File: src/rtl/core/photon_cut_id_classifier_unit_macros.svh
// ---------------------------------------------------------------------------
// Photon cut ID classifier: assertion macros
// Shared concurrent assertion forms, clocked on clk_i, disabled in reset.
// ---------------------------------------------------------------------------
`ifndef PHOTON_CUT_ID_CLASSIFIER_UNIT_MACROS_SVH
`define PHOTON_CUT_ID_CLASSIFIER_UNIT_MACROS_SVH

// same-cycle implication
`define PCID_ASSERT_IMP(lbl, ante, cons, msg) \
  lbl: assert property (@(posedge clk_i) disable iff (!rst_ni) (ante) |-> (cons)) \
    else $error(msg);

// next-cycle implication
`define PCID_ASSERT_NXT(lbl, ante, cons, msg) \
  lbl: assert property (@(posedge clk_i) disable iff (!rst_ni) (ante) |=> (cons)) \
    else $error(msg);

`endif

File: src/rtl/core/pcid_pkg.sv
`timescale 1ns / 1ps
// ---------------------------------------------------------------------------
// Photon cut ID package
// Types, cut tables and effective areas shared by the pipeline stages.
// ---------------------------------------------------------------------------
package pcid_pkg;

  typedef enum logic {
    REGION_BARREL,
    REGION_ENDCAP
  } region_e;

  typedef enum logic [1:0] {
    EA_INNER,
    EA_OUTER,
    EA_NONE
  } ea_bin_e;

  typedef enum logic [1:0] {
    ISO_CHG,
    ISO_NEU,
    ISO_PHO
  } iso_e;

  typedef enum logic [1:0] {
    WP_LOOSE,
    WP_MEDIUM,
    WP_TIGHT
  } wp_e;

  localparam int NumWp = 3;

  // |eta| edges in eta LSBs, scaled by 1000 and 10000
  localparam logic [13:0] EtaInnerEdge  = 14'd1024;
  localparam logic [23:0] EtaEaEdgeK    = 24'd1514496;
  localparam logic [26:0] EtaBarrelEdge = 27'd14788608;

  typedef struct packed {
    logic [7:0]  tag;
    logic [17:0] pt;
    region_e     region;
    ea_bin_e     ea_bin;
    logic [15:0] hoe;
    logic [15:0] sie;
    logic [17:0] chg;
    logic [17:0] neu;
    logic [17:0] pho;
    logic [13:0] rho;
    logic        seed;
  } dec_t;

  typedef struct packed {
    logic [7:0]       tag;
    region_e          region;
    logic             seed;
    logic [NumWp-1:0] hs_pass;
    logic [31:0]      iso_c;
    logic [31:0]      iso_n;
    logic [31:0]      iso_p;
    logic [24:0]      rea_c;
    logic [24:0]      rea_n;
    logic [24:0]      rea_p;
    logic [35:0]      pt_sq;
    logic [25:0]      nb_pt;
    logic [23:0]      pb_pt;
  } prod_t;

  typedef struct packed {
    logic [7:0]       tag;
    region_e          region;
    logic             seed;
    logic [NumWp-1:0] hs_pass;
    logic [31:0]      x_c;
    logic [31:0]      x_n;
    logic [31:0]      x_p;
    logic [41:0]      n_var;
    logic [23:0]      p_var;
  } corr_t;

  function automatic logic [9:0] hoe_cut(region_e r, wp_e w);
    logic [9:0] v;
    case (w)
      WP_LOOSE:  v = (r == REGION_BARREL) ? 10'd597 : 10'd481;
      WP_MEDIUM: v = (r == REGION_BARREL) ? 10'd396 : 10'd209;
      WP_TIGHT:  v = (r == REGION_BARREL) ? 10'd269 : 10'd213;
      default:   v = '0;
    endcase
    return v;
  endfunction

  function automatic logic [11:0] sie_cut(region_e r, wp_e w);
    logic [11:0] v;
    case (w)
      WP_LOOSE:  v = (r == REGION_BARREL) ? 12'd1031 : 12'd3013;
      WP_MEDIUM: v = (r == REGION_BARREL) ? 12'd1022 : 12'd3001;
      WP_TIGHT:  v = (r == REGION_BARREL) ? 12'd994  : 12'd3000;
      default:   v = '0;
    endcase
    return v;
  endfunction

  function automatic logic [10:0] chg_cut(region_e r, wp_e w);
    logic [10:0] v;
    case (w)
      WP_LOOSE:  v = (r == REGION_BARREL) ? 11'd1295 : 11'd1011;
      WP_MEDIUM: v = (r == REGION_BARREL) ? 11'd441  : 11'd442;
      WP_TIGHT:  v = (r == REGION_BARREL) ? 11'd202  : 11'd34;
      default:   v = '0;
    endcase
    return v;
  endfunction

  function automatic logic [13:0] neu_a(region_e r, wp_e w);
    logic [13:0] v;
    case (w)
      WP_LOOSE:  v = (r == REGION_BARREL) ? 14'd10910 : 14'd5931;
      WP_MEDIUM: v = (r == REGION_BARREL) ? 14'd2725  : 14'd1715;
      WP_TIGHT:  v = (r == REGION_BARREL) ? 14'd264   : 14'd586;
      default:   v = '0;
    endcase
    return v;
  endfunction

  function automatic logic [12:0] pho_a(region_e r, wp_e w);
    logic [12:0] v;
    case (w)
      WP_LOOSE:  v = (r == REGION_BARREL) ? 13'd3630 : 13'd6641;
      WP_MEDIUM: v = (r == REGION_BARREL) ? 13'd2571 : 13'd3863;
      WP_TIGHT:  v = (r == REGION_BARREL) ? 13'd2362 : 13'd2617;
      default:   v = '0;
    endcase
    return v;
  endfunction

  function automatic logic [7:0] neu_b(region_e r);
    return (r == REGION_BARREL) ? 8'd148 : 8'd163;
  endfunction

  function automatic logic [4:0] neu_c(region_e r);
    return (r == REGION_BARREL) ? 5'd17 : 5'd14;
  endfunction

  function automatic logic [5:0] pho_b(region_e r);
    return (r == REGION_BARREL) ? 6'd47 : 6'd34;
  endfunction

  function automatic logic [10:0] ea_area(ea_bin_e b, iso_e k);
    logic [10:0] v;
    v = '0;
    case (b)
      EA_INNER: begin
        case (k)
          ISO_CHG: v = 11'd360;
          ISO_NEU: v = 11'd597;
          ISO_PHO: v = 11'd1210;
          default: v = '0;
        endcase
      end
      EA_OUTER: begin
        case (k)
          ISO_CHG: v = 11'd377;
          ISO_NEU: v = 11'd807;
          ISO_PHO: v = 11'd1107;
          default: v = '0;
        endcase
      end
      default: v = '0;
    endcase
    return v;
  endfunction

endpackage

File: src/rtl/core/pcid_decode.sv
`timescale 1ns / 1ps
// ---------------------------------------------------------------------------
// Photon cut ID: decode stage
// Takes |eta|, picks the cut region and effective-area bin, registers inputs.
// ---------------------------------------------------------------------------
module pcid_decode (
  input  logic               clk_i,
  input  logic               rst_ni,
  input  logic               en_i,
  input  logic               valid_i,
  input  logic [7:0]         photon_tag_i,
  input  logic [17:0]        pt_gev_i,
  input  logic signed [13:0] eta_val_i,
  input  logic [15:0]        h_over_e_i,
  input  logic [15:0]        sigma_ieta_i,
  input  logic [17:0]        charged_iso_i,
  input  logic [17:0]        neutral_iso_i,
  input  logic [17:0]        gamma_iso_i,
  input  logic [13:0]        event_rho_i,
  input  logic               has_pixel_seed_i,
  output logic               valid_o,
  output pcid_pkg::dec_t     data_o
);
  import pcid_pkg::*;

  logic [13:0] aeta;
  logic [23:0] aeta_k;
  logic [26:0] aeta_m;
  dec_t        data_d;
  dec_t        data_q;
  logic        valid_q;

  always_comb begin
    aeta   = eta_val_i[13] ? (~$unsigned(eta_val_i) + 14'd1) : $unsigned(eta_val_i);
    aeta_k = 24'(aeta) * 24'd1000;
    aeta_m = 27'(aeta) * 27'd10000;

    data_d.tag    = photon_tag_i;
    data_d.pt     = pt_gev_i;
    data_d.region = (aeta_m < EtaBarrelEdge) ? REGION_BARREL : REGION_ENDCAP;
    if (aeta < EtaInnerEdge) begin
      data_d.ea_bin = EA_INNER;
    end else if (aeta_k < EtaEaEdgeK) begin
      data_d.ea_bin = EA_OUTER;
    end else begin
      data_d.ea_bin = EA_NONE;
    end
    data_d.hoe  = h_over_e_i;
    data_d.sie  = sigma_ieta_i;
    data_d.chg  = charged_iso_i;
    data_d.neu  = neutral_iso_i;
    data_d.pho  = gamma_iso_i;
    data_d.rho  = event_rho_i;
    data_d.seed = has_pixel_seed_i;
  end

  always_ff @(posedge clk_i or negedge rst_ni) begin
    if (!rst_ni) begin
      valid_q <= 1'b0;
    end else if (en_i) begin
      valid_q <= valid_i;
    end
  end

  always_ff @(posedge clk_i) begin
    if (en_i) begin
      data_q <= data_d;
    end
  end

  assign valid_o = valid_q;
  assign data_o  = data_q;

endmodule

File: src/rtl/core/pcid_product.sv
`timescale 1ns / 1ps
// ---------------------------------------------------------------------------
// Photon cut ID: product stage
// Scales isolations, forms rho x area, pt products, and H/E, sigma passes.
// ---------------------------------------------------------------------------
module pcid_product (
  input  logic            clk_i,
  input  logic            rst_ni,
  input  logic            en_i,
  input  logic            valid_i,
  input  pcid_pkg::dec_t  data_i,
  output logic            valid_o,
  output pcid_pkg::prod_t data_o
);
  import pcid_pkg::*;

  prod_t data_d;
  prod_t data_q;
  logic  valid_q;

  always_comb begin
    data_d.tag    = data_i.tag;
    data_d.region = data_i.region;
    data_d.seed   = data_i.seed;
    for (int k = 0; k < NumWp; k++) begin
      data_d.hs_pass[k] =
        (30'(data_i.hoe) * 30'd10000 <
         30'(hoe_cut(data_i.region, wp_e'(2'(k)))) * 30'd65536) &&
        (33'(data_i.sie) * 33'd100000 <
         33'(sie_cut(data_i.region, wp_e'(2'(k)))) * 33'd1048576);
    end
    data_d.iso_c = 32'(data_i.chg) * 32'd10000;
    data_d.iso_n = 32'(data_i.neu) * 32'd10000;
    data_d.iso_p = 32'(data_i.pho) * 32'd10000;
    data_d.rea_c = 25'(data_i.rho) * 25'(ea_area(data_i.ea_bin, ISO_CHG));
    data_d.rea_n = 25'(data_i.rho) * 25'(ea_area(data_i.ea_bin, ISO_NEU));
    data_d.rea_p = 25'(data_i.rho) * 25'(ea_area(data_i.ea_bin, ISO_PHO));
    data_d.pt_sq = 36'(data_i.pt) * 36'(data_i.pt);
    data_d.nb_pt = 26'(data_i.pt) * 26'(neu_b(data_i.region));
    data_d.pb_pt = 24'(data_i.pt) * 24'(pho_b(data_i.region));
  end

  always_ff @(posedge clk_i or negedge rst_ni) begin
    if (!rst_ni) begin
      valid_q <= 1'b0;
    end else if (en_i) begin
      valid_q <= valid_i;
    end
  end

  always_ff @(posedge clk_i) begin
    if (en_i) begin
      data_q <= data_d;
    end
  end

  assign valid_o = valid_q;
  assign data_o  = data_q;

endmodule

File: src/rtl/core/pcid_correct.sv
`timescale 1ns / 1ps
// ---------------------------------------------------------------------------
// Photon cut ID: correction stage
// Subtracts pileup from each isolation with clamp, builds pt-dependent terms.
// ---------------------------------------------------------------------------
module pcid_correct (
  input  logic            clk_i,
  input  logic            rst_ni,
  input  logic            en_i,
  input  logic            valid_i,
  input  pcid_pkg::prod_t data_i,
  output logic            valid_o,
  output pcid_pkg::corr_t data_o
);
  import pcid_pkg::*;

  logic [32:0] diff_c;
  logic [32:0] diff_n;
  logic [32:0] diff_p;
  corr_t       data_d;
  corr_t       data_q;
  logic        valid_q;

  always_comb begin
    diff_c = {1'b0, data_i.iso_c} - 33'(data_i.rea_c);
    diff_n = {1'b0, data_i.iso_n} - 33'(data_i.rea_n);
    diff_p = {1'b0, data_i.iso_p} - 33'(data_i.rea_p);

    data_d.tag     = data_i.tag;
    data_d.region  = data_i.region;
    data_d.seed    = data_i.seed;
    data_d.hs_pass = data_i.hs_pass;
    data_d.x_c     = diff_c[32] ? '0 : diff_c[31:0];
    data_d.x_n     = diff_n[32] ? '0 : diff_n[31:0];
    data_d.x_p     = diff_p[32] ? '0 : diff_p[31:0];
    data_d.n_var   = 42'(data_i.nb_pt) * 42'd6400 +
                     42'(data_i.pt_sq) * 42'(neu_c(data_i.region));
    data_d.p_var   = data_i.pb_pt;
  end

  always_ff @(posedge clk_i or negedge rst_ni) begin
    if (!rst_ni) begin
      valid_q <= 1'b0;
    end else if (en_i) begin
      valid_q <= valid_i;
    end
  end

  always_ff @(posedge clk_i) begin
    if (en_i) begin
      data_q <= data_d;
    end
  end

  assign valid_o = valid_q;
  assign data_o  = data_q;

endmodule

File: src/rtl/core/photon_cut_id_classifier_unit.sv
`timescale 1ns / 1ps
// ---------------------------------------------------------------------------
// Photon cut ID classifier
// Four-stage pipeline testing one photon per clock (while the output is not
// stalled) against loose, medium, tight and medium-with-pixel-seed working points.
//
// channel  direction  handshake                payload
// in       input      in_valid_i / in_ready_o  photon_tag_i .. has_pixel_seed_i
// out      output     out_valid_o / out_ready_i photon_tag_out_o, pass_*_o
//
// One transaction per cycle while the output is not stalled.
// Stages: eta decode, products, pileup correction, threshold compare.
// All stages advance together; a stalled output freezes the whole pipeline.
// in_ready_o is high when the output register is empty or being taken.
// Reset clears the stage valid bits only.
// ---------------------------------------------------------------------------
`include "photon_cut_id_classifier_unit_macros.svh"

module photon_cut_id_classifier_unit (
  input  logic               clk_i,
  input  logic               rst_ni,
  input  logic               in_valid_i,
  output logic               in_ready_o,
  input  logic [7:0]         photon_tag_i,
  input  logic [17:0]        pt_gev_i,
  input  logic signed [13:0] eta_val_i,
  input  logic [15:0]        h_over_e_i,
  input  logic [15:0]        sigma_ieta_i,
  input  logic [17:0]        charged_iso_i,
  input  logic [17:0]        neutral_iso_i,
  input  logic [17:0]        gamma_iso_i,
  input  logic [13:0]        event_rho_i,
  input  logic               has_pixel_seed_i,
  output logic               out_valid_o,
  input  logic               out_ready_i,
  output logic [7:0]         photon_tag_out_o,
  output logic               pass_loose_o,
  output logic               pass_medium_o,
  output logic               pass_tight_o,
  output logic               pass_medium_seeded_o
);
  import pcid_pkg::*;

  logic             en;
  logic             s1_valid;
  logic             s2_valid;
  logic             s3_valid;
  dec_t             s1_data;
  prod_t            s2_data;
  corr_t            s3_data;
  logic [NumWp-1:0] pass;
  logic             out_valid_q;
  logic [7:0]       tag_q;
  logic [3:0]       flags_d;
  logic [3:0]       flags_q;

  assign en         = !out_valid_q || out_ready_i;
  assign in_ready_o = en;

  pcid_decode u_decode (
    .clk_i           (clk_i),
    .rst_ni          (rst_ni),
    .en_i            (en),
    .valid_i         (in_valid_i),
    .photon_tag_i    (photon_tag_i),
    .pt_gev_i        (pt_gev_i),
    .eta_val_i       (eta_val_i),
    .h_over_e_i      (h_over_e_i),
    .sigma_ieta_i    (sigma_ieta_i),
    .charged_iso_i   (charged_iso_i),
    .neutral_iso_i   (neutral_iso_i),
    .gamma_iso_i     (gamma_iso_i),
    .event_rho_i     (event_rho_i),
    .has_pixel_seed_i(has_pixel_seed_i),
    .valid_o         (s1_valid),
    .data_o          (s1_data)
  );

  pcid_product u_product (
    .clk_i  (clk_i),
    .rst_ni (rst_ni),
    .en_i   (en),
    .valid_i(s1_valid),
    .data_i (s1_data),
    .valid_o(s2_valid),
    .data_o (s2_data)
  );

  pcid_correct u_correct (
    .clk_i  (clk_i),
    .rst_ni (rst_ni),
    .en_i   (en),
    .valid_i(s2_valid),
    .data_i (s2_data),
    .valid_o(s3_valid),
    .data_o (s3_data)
  );

  always_comb begin
    for (int k = 0; k < NumWp; k++) begin
      pass[k] = s3_data.hs_pass[k] &&
        (s3_data.x_c < 32'(chg_cut(s3_data.region, wp_e'(2'(k)))) * 32'd640) &&
        (s3_data.x_p < 32'(pho_a(s3_data.region, wp_e'(2'(k)))) * 32'd640 +
                       32'(s3_data.p_var)) &&
        (45'(s3_data.x_n) * 45'd6400 <
         45'(neu_a(s3_data.region, wp_e'(2'(k)))) * 45'd4096000 + 45'(s3_data.n_var));
    end
    flags_d[0] = pass[WP_LOOSE]  && !s3_data.seed;
    flags_d[1] = pass[WP_MEDIUM] && !s3_data.seed;
    flags_d[2] = pass[WP_TIGHT]  && !s3_data.seed;
    flags_d[3] = pass[WP_MEDIUM] &&  s3_data.seed;
  end

  always_ff @(posedge clk_i or negedge rst_ni) begin
    if (!rst_ni) begin
      out_valid_q <= 1'b0;
    end else if (en) begin
      out_valid_q <= s3_valid;
    end
  end

  always_ff @(posedge clk_i) begin
    if (en) begin
      tag_q   <= s3_data.tag;
      flags_q <= flags_d;
    end
  end

  assign out_valid_o          = out_valid_q;
  assign photon_tag_out_o     = tag_q;
  assign pass_loose_o         = flags_q[0];
  assign pass_medium_o        = flags_q[1];
  assign pass_tight_o         = flags_q[2];
  assign pass_medium_seeded_o = flags_q[3];

  `PCID_ASSERT_IMP(a_seed_excl, out_valid_o && pass_medium_seeded_o, !pass_loose_o && !pass_medium_o && !pass_tight_o, "seeded pass overlaps unseeded pass")
  `PCID_ASSERT_NXT(a_latency, (in_valid_i && in_ready_o) ##1 en ##1 en ##1 en, out_valid_o, "accepted transaction did not reach output")
  `PCID_ASSERT_NXT(a_stall_hold, s3_valid && out_valid_o && !out_ready_i, s3_valid, "stage three lost a transaction while stalled")

endmodule
File: config.mk
export PLATFORM = sky130hd
export DESIGN_NAME = photon_cut_id_classifier_unit
export DESIGN_NICKNAME = d
export VERILOG_FILES = /design/src/rtl/core/pcid_pkg.sv /design/src/rtl/core/pcid_decode.sv /design/src/rtl/core/pcid_product.sv /design/src/rtl/core/pcid_correct.sv /design/src/rtl/core/photon_cut_id_classifier_unit.sv
export VERILOG_INCLUDE_DIRS = /design/src /design/src/rtl/core
export SDC_FILE = /design/constraint.sdc
export NUM_CORES = 2
export LEC_CHECK = 0
export ABC_CLOCK_PERIOD_IN_PS = 21200
export BUFFER_PORTS_ARGS = -buffer_cell sky130_fd_sc_hd__clkbuf_2
export CAP_MARGIN = 20
export CELL_PAD_IN_SITES_DETAIL_PLACEMENT = 0
export CELL_PAD_IN_SITES_GLOBAL_PLACEMENT = 1
export CORE_ASPECT_RATIO = 1.75
export CORE_MARGIN = 8
export CORE_UTILIZATION = 35
export CTS_CLUSTER_DIAMETER = 80
export DETAILED_ROUTE_END_ITERATION = 8
export HOLD_SLACK_MARGIN = 0.05
export PLACE_DENSITY = 0.6
export SETUP_SLACK_MARGIN = 0.15
export SLEW_MARGIN = 20
export SYNTH_ARGS = -nofsm -noshare
export SYNTH_HDL_FRONTEND = slang
export SYNTH_SLANG_ARGS = --single-unit
File: constraint.sdc
create_clock -name clk_i -period 21.2 [get_ports clk_i]
set_input_delay 4.24 -clock clk_i [delete_from_list [all_inputs] [get_ports clk_i]]
set_output_delay 4.24 -clock clk_i [all_outputs]
set_load 0.02 [all_outputs]
=== Word level (Yosys, flattened, before mapping) ===
Cells that the tools add are included.

* Register bits: 579
* Input port bits: 145
* Word-level logic and storage cells: 139

* Order comparisons: 18
* $mul: 25
* Reduce and logical (&&, ||, !) cells: 20
* Muxes and demuxes: 24
* Eq/ne operators: 1
* Bitwise operators: 1
* Add/sub/neg operators: 11

{| class="wikitable"
|+ Operators by type and width
! kind !! count
|-
| less-than comparator 45 x 43 -> 1 bit || 3
|-
| less-than comparator 33 x 32 -> 1 bit || 3
|-
| subtractor 32 x 25 -> 33 bit || 3
|-
| less-than comparator 32 x 25 -> 1 bit || 3
|-
| less-than comparator 30 x 26 -> 1 bit || 3
|-
| multiplier 18 x 10 -> 28 bit, second input constant || 3
|-
| adder 22 x 24 -> 25 bit || 2
|-
| 2-to-1 mux 12 bit || 4
|-
| adder 32 x 42 -> 43 bit || 1
|-
| adder 34 x 42 -> 43 bit || 1
|-
| adder 36 x 42 -> 43 bit || 1
|-
| adder 39 x 41 -> 42 bit || 1
|-
| multiplier 14 x 7 -> 21 bit, second input constant || 2
|-
| multiplier 36 x 5 -> 41 bit || 1
|-
| multiplier 32 x 5 -> 37 bit, second input constant || 1
|-
| multiplier 18 x 18 -> 36 bit || 1
|-
| less-than comparator 32 x 18 -> 1 bit || 1
|-
| less-than comparator 32 x 19 -> 1 bit || 1
|-
| less-than comparator 32 x 21 -> 1 bit || 1
|-
| multiplier 26 x 5 -> 31 bit, second input constant || 1
|-
| multiplier 12 x 3 -> 15 bit, second input constant || 2
|-
| 2-to-1 mux 10 bit || 3
|-
| multiplier 16 x 12 -> 28 bit, second input constant || 1
|-
| 2-to-1 mux 14 bit || 2
|-
| other kinds (36) || 55
|}

=== Depth between registers and ports, before layout ===
* Depth after elaboration: 7
* Depth in mapped cells: 33
* Mapped depth without buffers: 33

=== Modules after synthesis ===
From an unflattened synthesis, not the netlist that was laid out.

* Cell total of the unflattened synthesis: 8696
* Area total of the unflattened synthesis: 83914.2 sq um

{| class="wikitable"
|+ Modules (own cells, without submodules)
! module !! times used !! cells each !! area each (sq um)
|-
| pcid_product || 1 || 4540 || 45851.5
|-
| pcid_correct || 1 || 2036 || 18381.4
|-
| photon_cut_id_classifier_unit || 1 || 1496 || 11437.2
|-
| pcid_decode || 1 || 624 || 8244.2
|}

=== Worst setup path after synthesis ===
OpenSTA, ideal clock, no wires.

* Path type: input to output
* Start point: in out_ready_i
* End point: out in_ready_o
* Cell stages on the path: 1
* Arrival time: 17898 ps
* Data required time: 16960 ps
* Slack: -938 ps
* Path buffers: 0
* Cell sequence: nand2b_1

* Longest elaborated chain between the ends: 1

{| class="wikitable"
|+ RTL lines
! element !! RTL line !! text
|-
| start: declaration || photon_cut_id_classifier_unit.sv:35 || <nowiki>input logic out_ready_i,</nowiki>
|-
| logical OR 1 bit || photon_cut_id_classifier_unit.sv:57 || <nowiki>assign en = !out_valid_q || out_ready_i;</nowiki>
|-
| end: declaration || photon_cut_id_classifier_unit.sv:23 || <nowiki>output logic in_ready_o,</nowiki>
|}

No other way between the ends.

=== Worst setup path in the final report ===
* Start point: in eta_val_i[0]
* End point: reg u_decode.data_q, in the netlist u_decode.data_o[102], data pin

* Longest elaborated chain between the ends: 6
* Elaborated cells on any way between the ends: 7
* Those cells by class: 1 x add/sub; 1 x mul; 2 x order compare; 2 x mux; 1 x bitwise

{| class="wikitable"
|+ RTL lines
! element !! RTL line !! text
|-
| start: declaration || photon_cut_id_classifier_unit.sv:26 || <nowiki>input logic signed [13:0] eta_val_i,</nowiki>
|-
| inverter 14 bit || pcid_decode.sv:34 || <nowiki>aeta = eta_val_i[13] ? (~$unsigned(eta_val_i) + 14'd1) : $unsigned(eta_val_i);</nowiki>
|-
| adder 14 x 1 -> 14 bit || pcid_decode.sv:34 ||
|-
| 2-to-1 mux 14 bit (*) || pcid_decode.sv:34 ||
|-
| multiplier 14 x 7 -> 21 bit || pcid_decode.sv:35 || <nowiki>aeta_k = 24'(aeta) * 24'd1000;</nowiki>
|-
| less-than comparator 24 x 21 -> 1 bit || pcid_decode.sv:43 || <nowiki>end else if (aeta_k < EtaEaEdgeK) begin</nowiki>
|-
| 2-to-1 mux 2 bit || pcid_decode.sv:43 ||
|-
| end signal: assignment || pcid_decode.sv:67 || <nowiki>data_q <= data_d;</nowiki>
|-
| end: declaration || pcid_decode.sv:30 || <nowiki>dec_t data_q;</nowiki>
|}

Every way passes the cells marked *; elsewhere a longest branch is shown, timed or not.
A chain may end at the register's enable or synchronous reset.

==> metrics.yaml <==
floorplanning:
  die_h_um: 652
  coreArea_um2: 230000
  rows: 233
  initial_utilization: 0.351
  die_x_um: 379
  io_pins: 159
  dieArea_um2: 247000
route:
  via_count: 56268
  drtIter0Drc: 1937
  detail_route.wl_per_cell_um: 18.4
  drc_errors: 0
  dr.pass1.iters: 8
  vias_per_cell: 4.86
  ant_nets: 0
  wl_um: 213000
clock_network:
  tritoncts: "built"
  cts_resized: 0
  post-cts-setup-buffers: 0
  numCtsBuffers: 75
  clock_latency_ps: 690
  cts_hold_buf: 0
  cts-htree-levels: 3
  root_buffer: "clkbuf_16"
  cts.clk_slew.worst_paths_ps: 70
  cts_buffer_depth: 3
  clock-sinks: 568
worst_setup_path:
  crit_arrival_ps: 10570
  r2r_setup_slack_ps: 13030
  worstSetupEndpointType: "flop"
  crit_fanout: 9
  cp.required_ps: 21620
  crit_path_start_kind: "input pin"
  critPathKind: "in2reg"
synth:
  ys_seq_elements: 568
  synth_top_family_by_area: "adder cells"
  syn_inst: 8268
  synth-edff-count: 564
  yosysUniqueCellTypes: 92
  synth_seq_area_share: 0.211
  async_flop_share: 0.00704
  synth_compound_gate_area_share: 0.0959
  syn-cell-area_um2: 80800
  synth_xor_area_frac: 0.0523
  synthSimpleGateAreaFrac: 0.0933
  synth_mux_area_frac: 0.00136
  ys.flop_type: "edfxtp_1"
  synth-adder-area-share: 0.452
  avgSynthCellArea_um2: 9.78
  ys_warn_count: 0
sta:
  min_period_ps: 10150
  fin_crit_sh: 0.479
  max_slew_margin: 0.351
  tightest_slew_ps: 965
  slew_viol_final: 0
  finalHoldViolations: 0
  tns_ps: 0
  max_freq_mhz: 98.5
  rsz0062_at_grt: "false"
  setup_ws_ps: 11050
  fin_skew_ps: 28.9
  setup-violations-final: 0
global_route:
  grt.total_usage: 0.174
  grt_pass1_wl_um: 338000
  grt_use_met3: 0.0146
  antenna_found_initial: 6
  use_met2: 0.363
  grt_most_used_layer: "met2"
  grt_remaining_overflow: 0
  use_met1: 0.176
  grt_pass1_vias: 62444
  grt_max_degree: 142
cells_and_area:
  nNetsFinal: 11010
  area_growth_pct: 8.98
  n_fill_cell: 23163
  drive_gt1_frac: 0.0473
  final_util: 0.383
hold_path:
  hp-class: "reg2reg"
placement:
  place_ws_ps: 10280
  numPortBuffers: 158
  gp_congestion: 0.880
  dp_hpwl_um: 182000
outcome:
  status: "finished, final reports clean"
flow_run:
  cap_violations: 0
-- worst paths after layout --
path	to	depth (start not counted)	startpoint
max in group asynchronous	u_product.valid_o	1	rst_ni
worst max-delay path	u_decode.data_o[102]	23	eta_val_i[0]
worst max register to register	u_correct.data_o[64]	30	u_product.data_o[31]
min in group asynchronous	out_valid_o	1	rst_ni
worst min-delay path	u_correct.data_o[165]	0	u_product.data_o[260]
worst min register to register	u_correct.data_o[165]	0	u_product.data_o[260]
-- state kept, by name (all words and copies together) (netlist names) --
name	cells
photon_tag_out_o	8
u_correct.valid_o	1
u_product.valid_o	1
u_decode.data_o	130
u_correct.data_o	168
u_decode.valid_o	1
u_product.data_o	254
out_valid_o	1
flags_q	4
-- routing by layer --
metal  part of all wire  routed length [um]
met3              0.021                4410
met2               0.58              124000
met1               0.36               76600
met4              0.039                8390
met5                  0                   0
-- worst max-delay path, stage by stage --
cell       delay [ps]
clkbuf_2          210
inv_1             110
ha_1              260
or3b_4            410
a211oi_4          400
inv_1             260
ha_1              370
fa_1              540
inv_1              70
fa_1              510
inv_1              50
fa_1              450
ha_1              310
nor2b_1           150
a2111oi_1         500
o21ai_0           250
o41a_1            420
a21oi_2           270
nor3_1             90
a211o_1           240
a311oi_1          190
and3_1            200
nor2_1             50
-- per-stage QoR --
stage / hold WS, ps / cells / cell area [um2]
detailed placement: 405 / 11447 / 85600
floorplan: 400 / 8275 / 80900
global route: 419 / 11582 / 88100
global placement: 400 / 11447 / 85600
finish: 408 / 11584 / 88100
CTS: 410 / 11581 / 88100
-- area by class of cell --
| class | instances | area, um2 | share of cell area |
|---|---|---|---|
| diodes | 3 | 7.51 | 0.0000852 |
| clock inverters | 50 | 544 | 0.00618 |
| clock buffers | 84 | 1970 | 0.0224 |
| multi-input cells | 5680 | 56200 | 0.638 |
| flip-flops and latches | 568 | 17000 | 0.193 |
| repair buffers | 211 | 1210 | 0.0138 |
| inverters | 1933 | 7260 | 0.0824 |
| well taps | 3055 | 3820 | 0.0434 |
-- logic make-up (layout without fill, tap and decap cells) --
group,Yosys count,after routing
buf+inv,2027,2278
fa+ha+maj,2396,2396
mux,10,10
other cells,2,12
compound gates,1214,1214
xor+xnor,483,483
flops,568,568
simple gates,1568,1568
-- synth_stat cells (11+ instances only) --
| library cell | instances | area, um2 |
|---|---|---|
| a211oi_1 | 43 | 323 |
| a21boi_0 | 12 | 90.1 |
| a21o_1 | 168 | 1260 |
| a21oi_1 | 388 | 1940 |
| a311oi_1 | 11 | 96.3 |
| a31oi_1 | 38 | 238 |
| and2_1 | 71 | 444 |
| and3_1 | 38 | 238 |
| clkbuf_1 | 80 | 300 |
| edfxtp_1 | 564 | 16900 |
| fa_1 | 874 | 17500 |
| ha_1 | 1522 | 19000 |
| inv_1 | 1926 | 7230 |
| nand2_1 | 436 | 1640 |
| nand2b_1 | 107 | 669 |
| nand3_1 | 96 | 480 |
| nand4_1 | 44 | 275 |
| nor2_1 | 428 | 1610 |
| nor2b_1 | 81 | 507 |
| nor3_1 | 119 | 596 |
| nor3b_1 | 15 | 113 |
| nor4_1 | 28 | 175 |
| o2111ai_1 | 12 | 105 |
| o211ai_1 | 37 | 278 |
| o21a_1 | 75 | 563 |
| o21ai_0 | 229 | 1150 |
| o21bai_1 | 55 | 413 |
| o31a_1 | 11 | 96.3 |
| o31ai_1 | 21 | 158 |
| o41ai_1 | 12 | 105 |
| or2_2 | 25 | 156 |
| or3_1 | 19 | 119 |
| xnor2_1 | 337 | 2950 |
| xor2_1 | 146 | 1280 |
-- layout by cell type, fill, tap and decap left out, types with 71 or more instances in the layout --
cell type and count:
xnor2_1 337, o21ai_0 229, nand2_1 436, nand3_1 96, clkbuf_16 77, nor2b_1 81
edfxtp_1 564, nor3_1 119, clkbuf_2 158, nor2_1 427, fa_1 874, inv_1 1925
and2_1 71, nand2b_1 106, a21oi_1 388, xor2_1 146, a21o_1 168, o21a_1 75
ha_1 1522
Power is left out: the tool's default activity adds up to more than one toggle a clock period on the data nets, which glitch-free logic cannot reach.
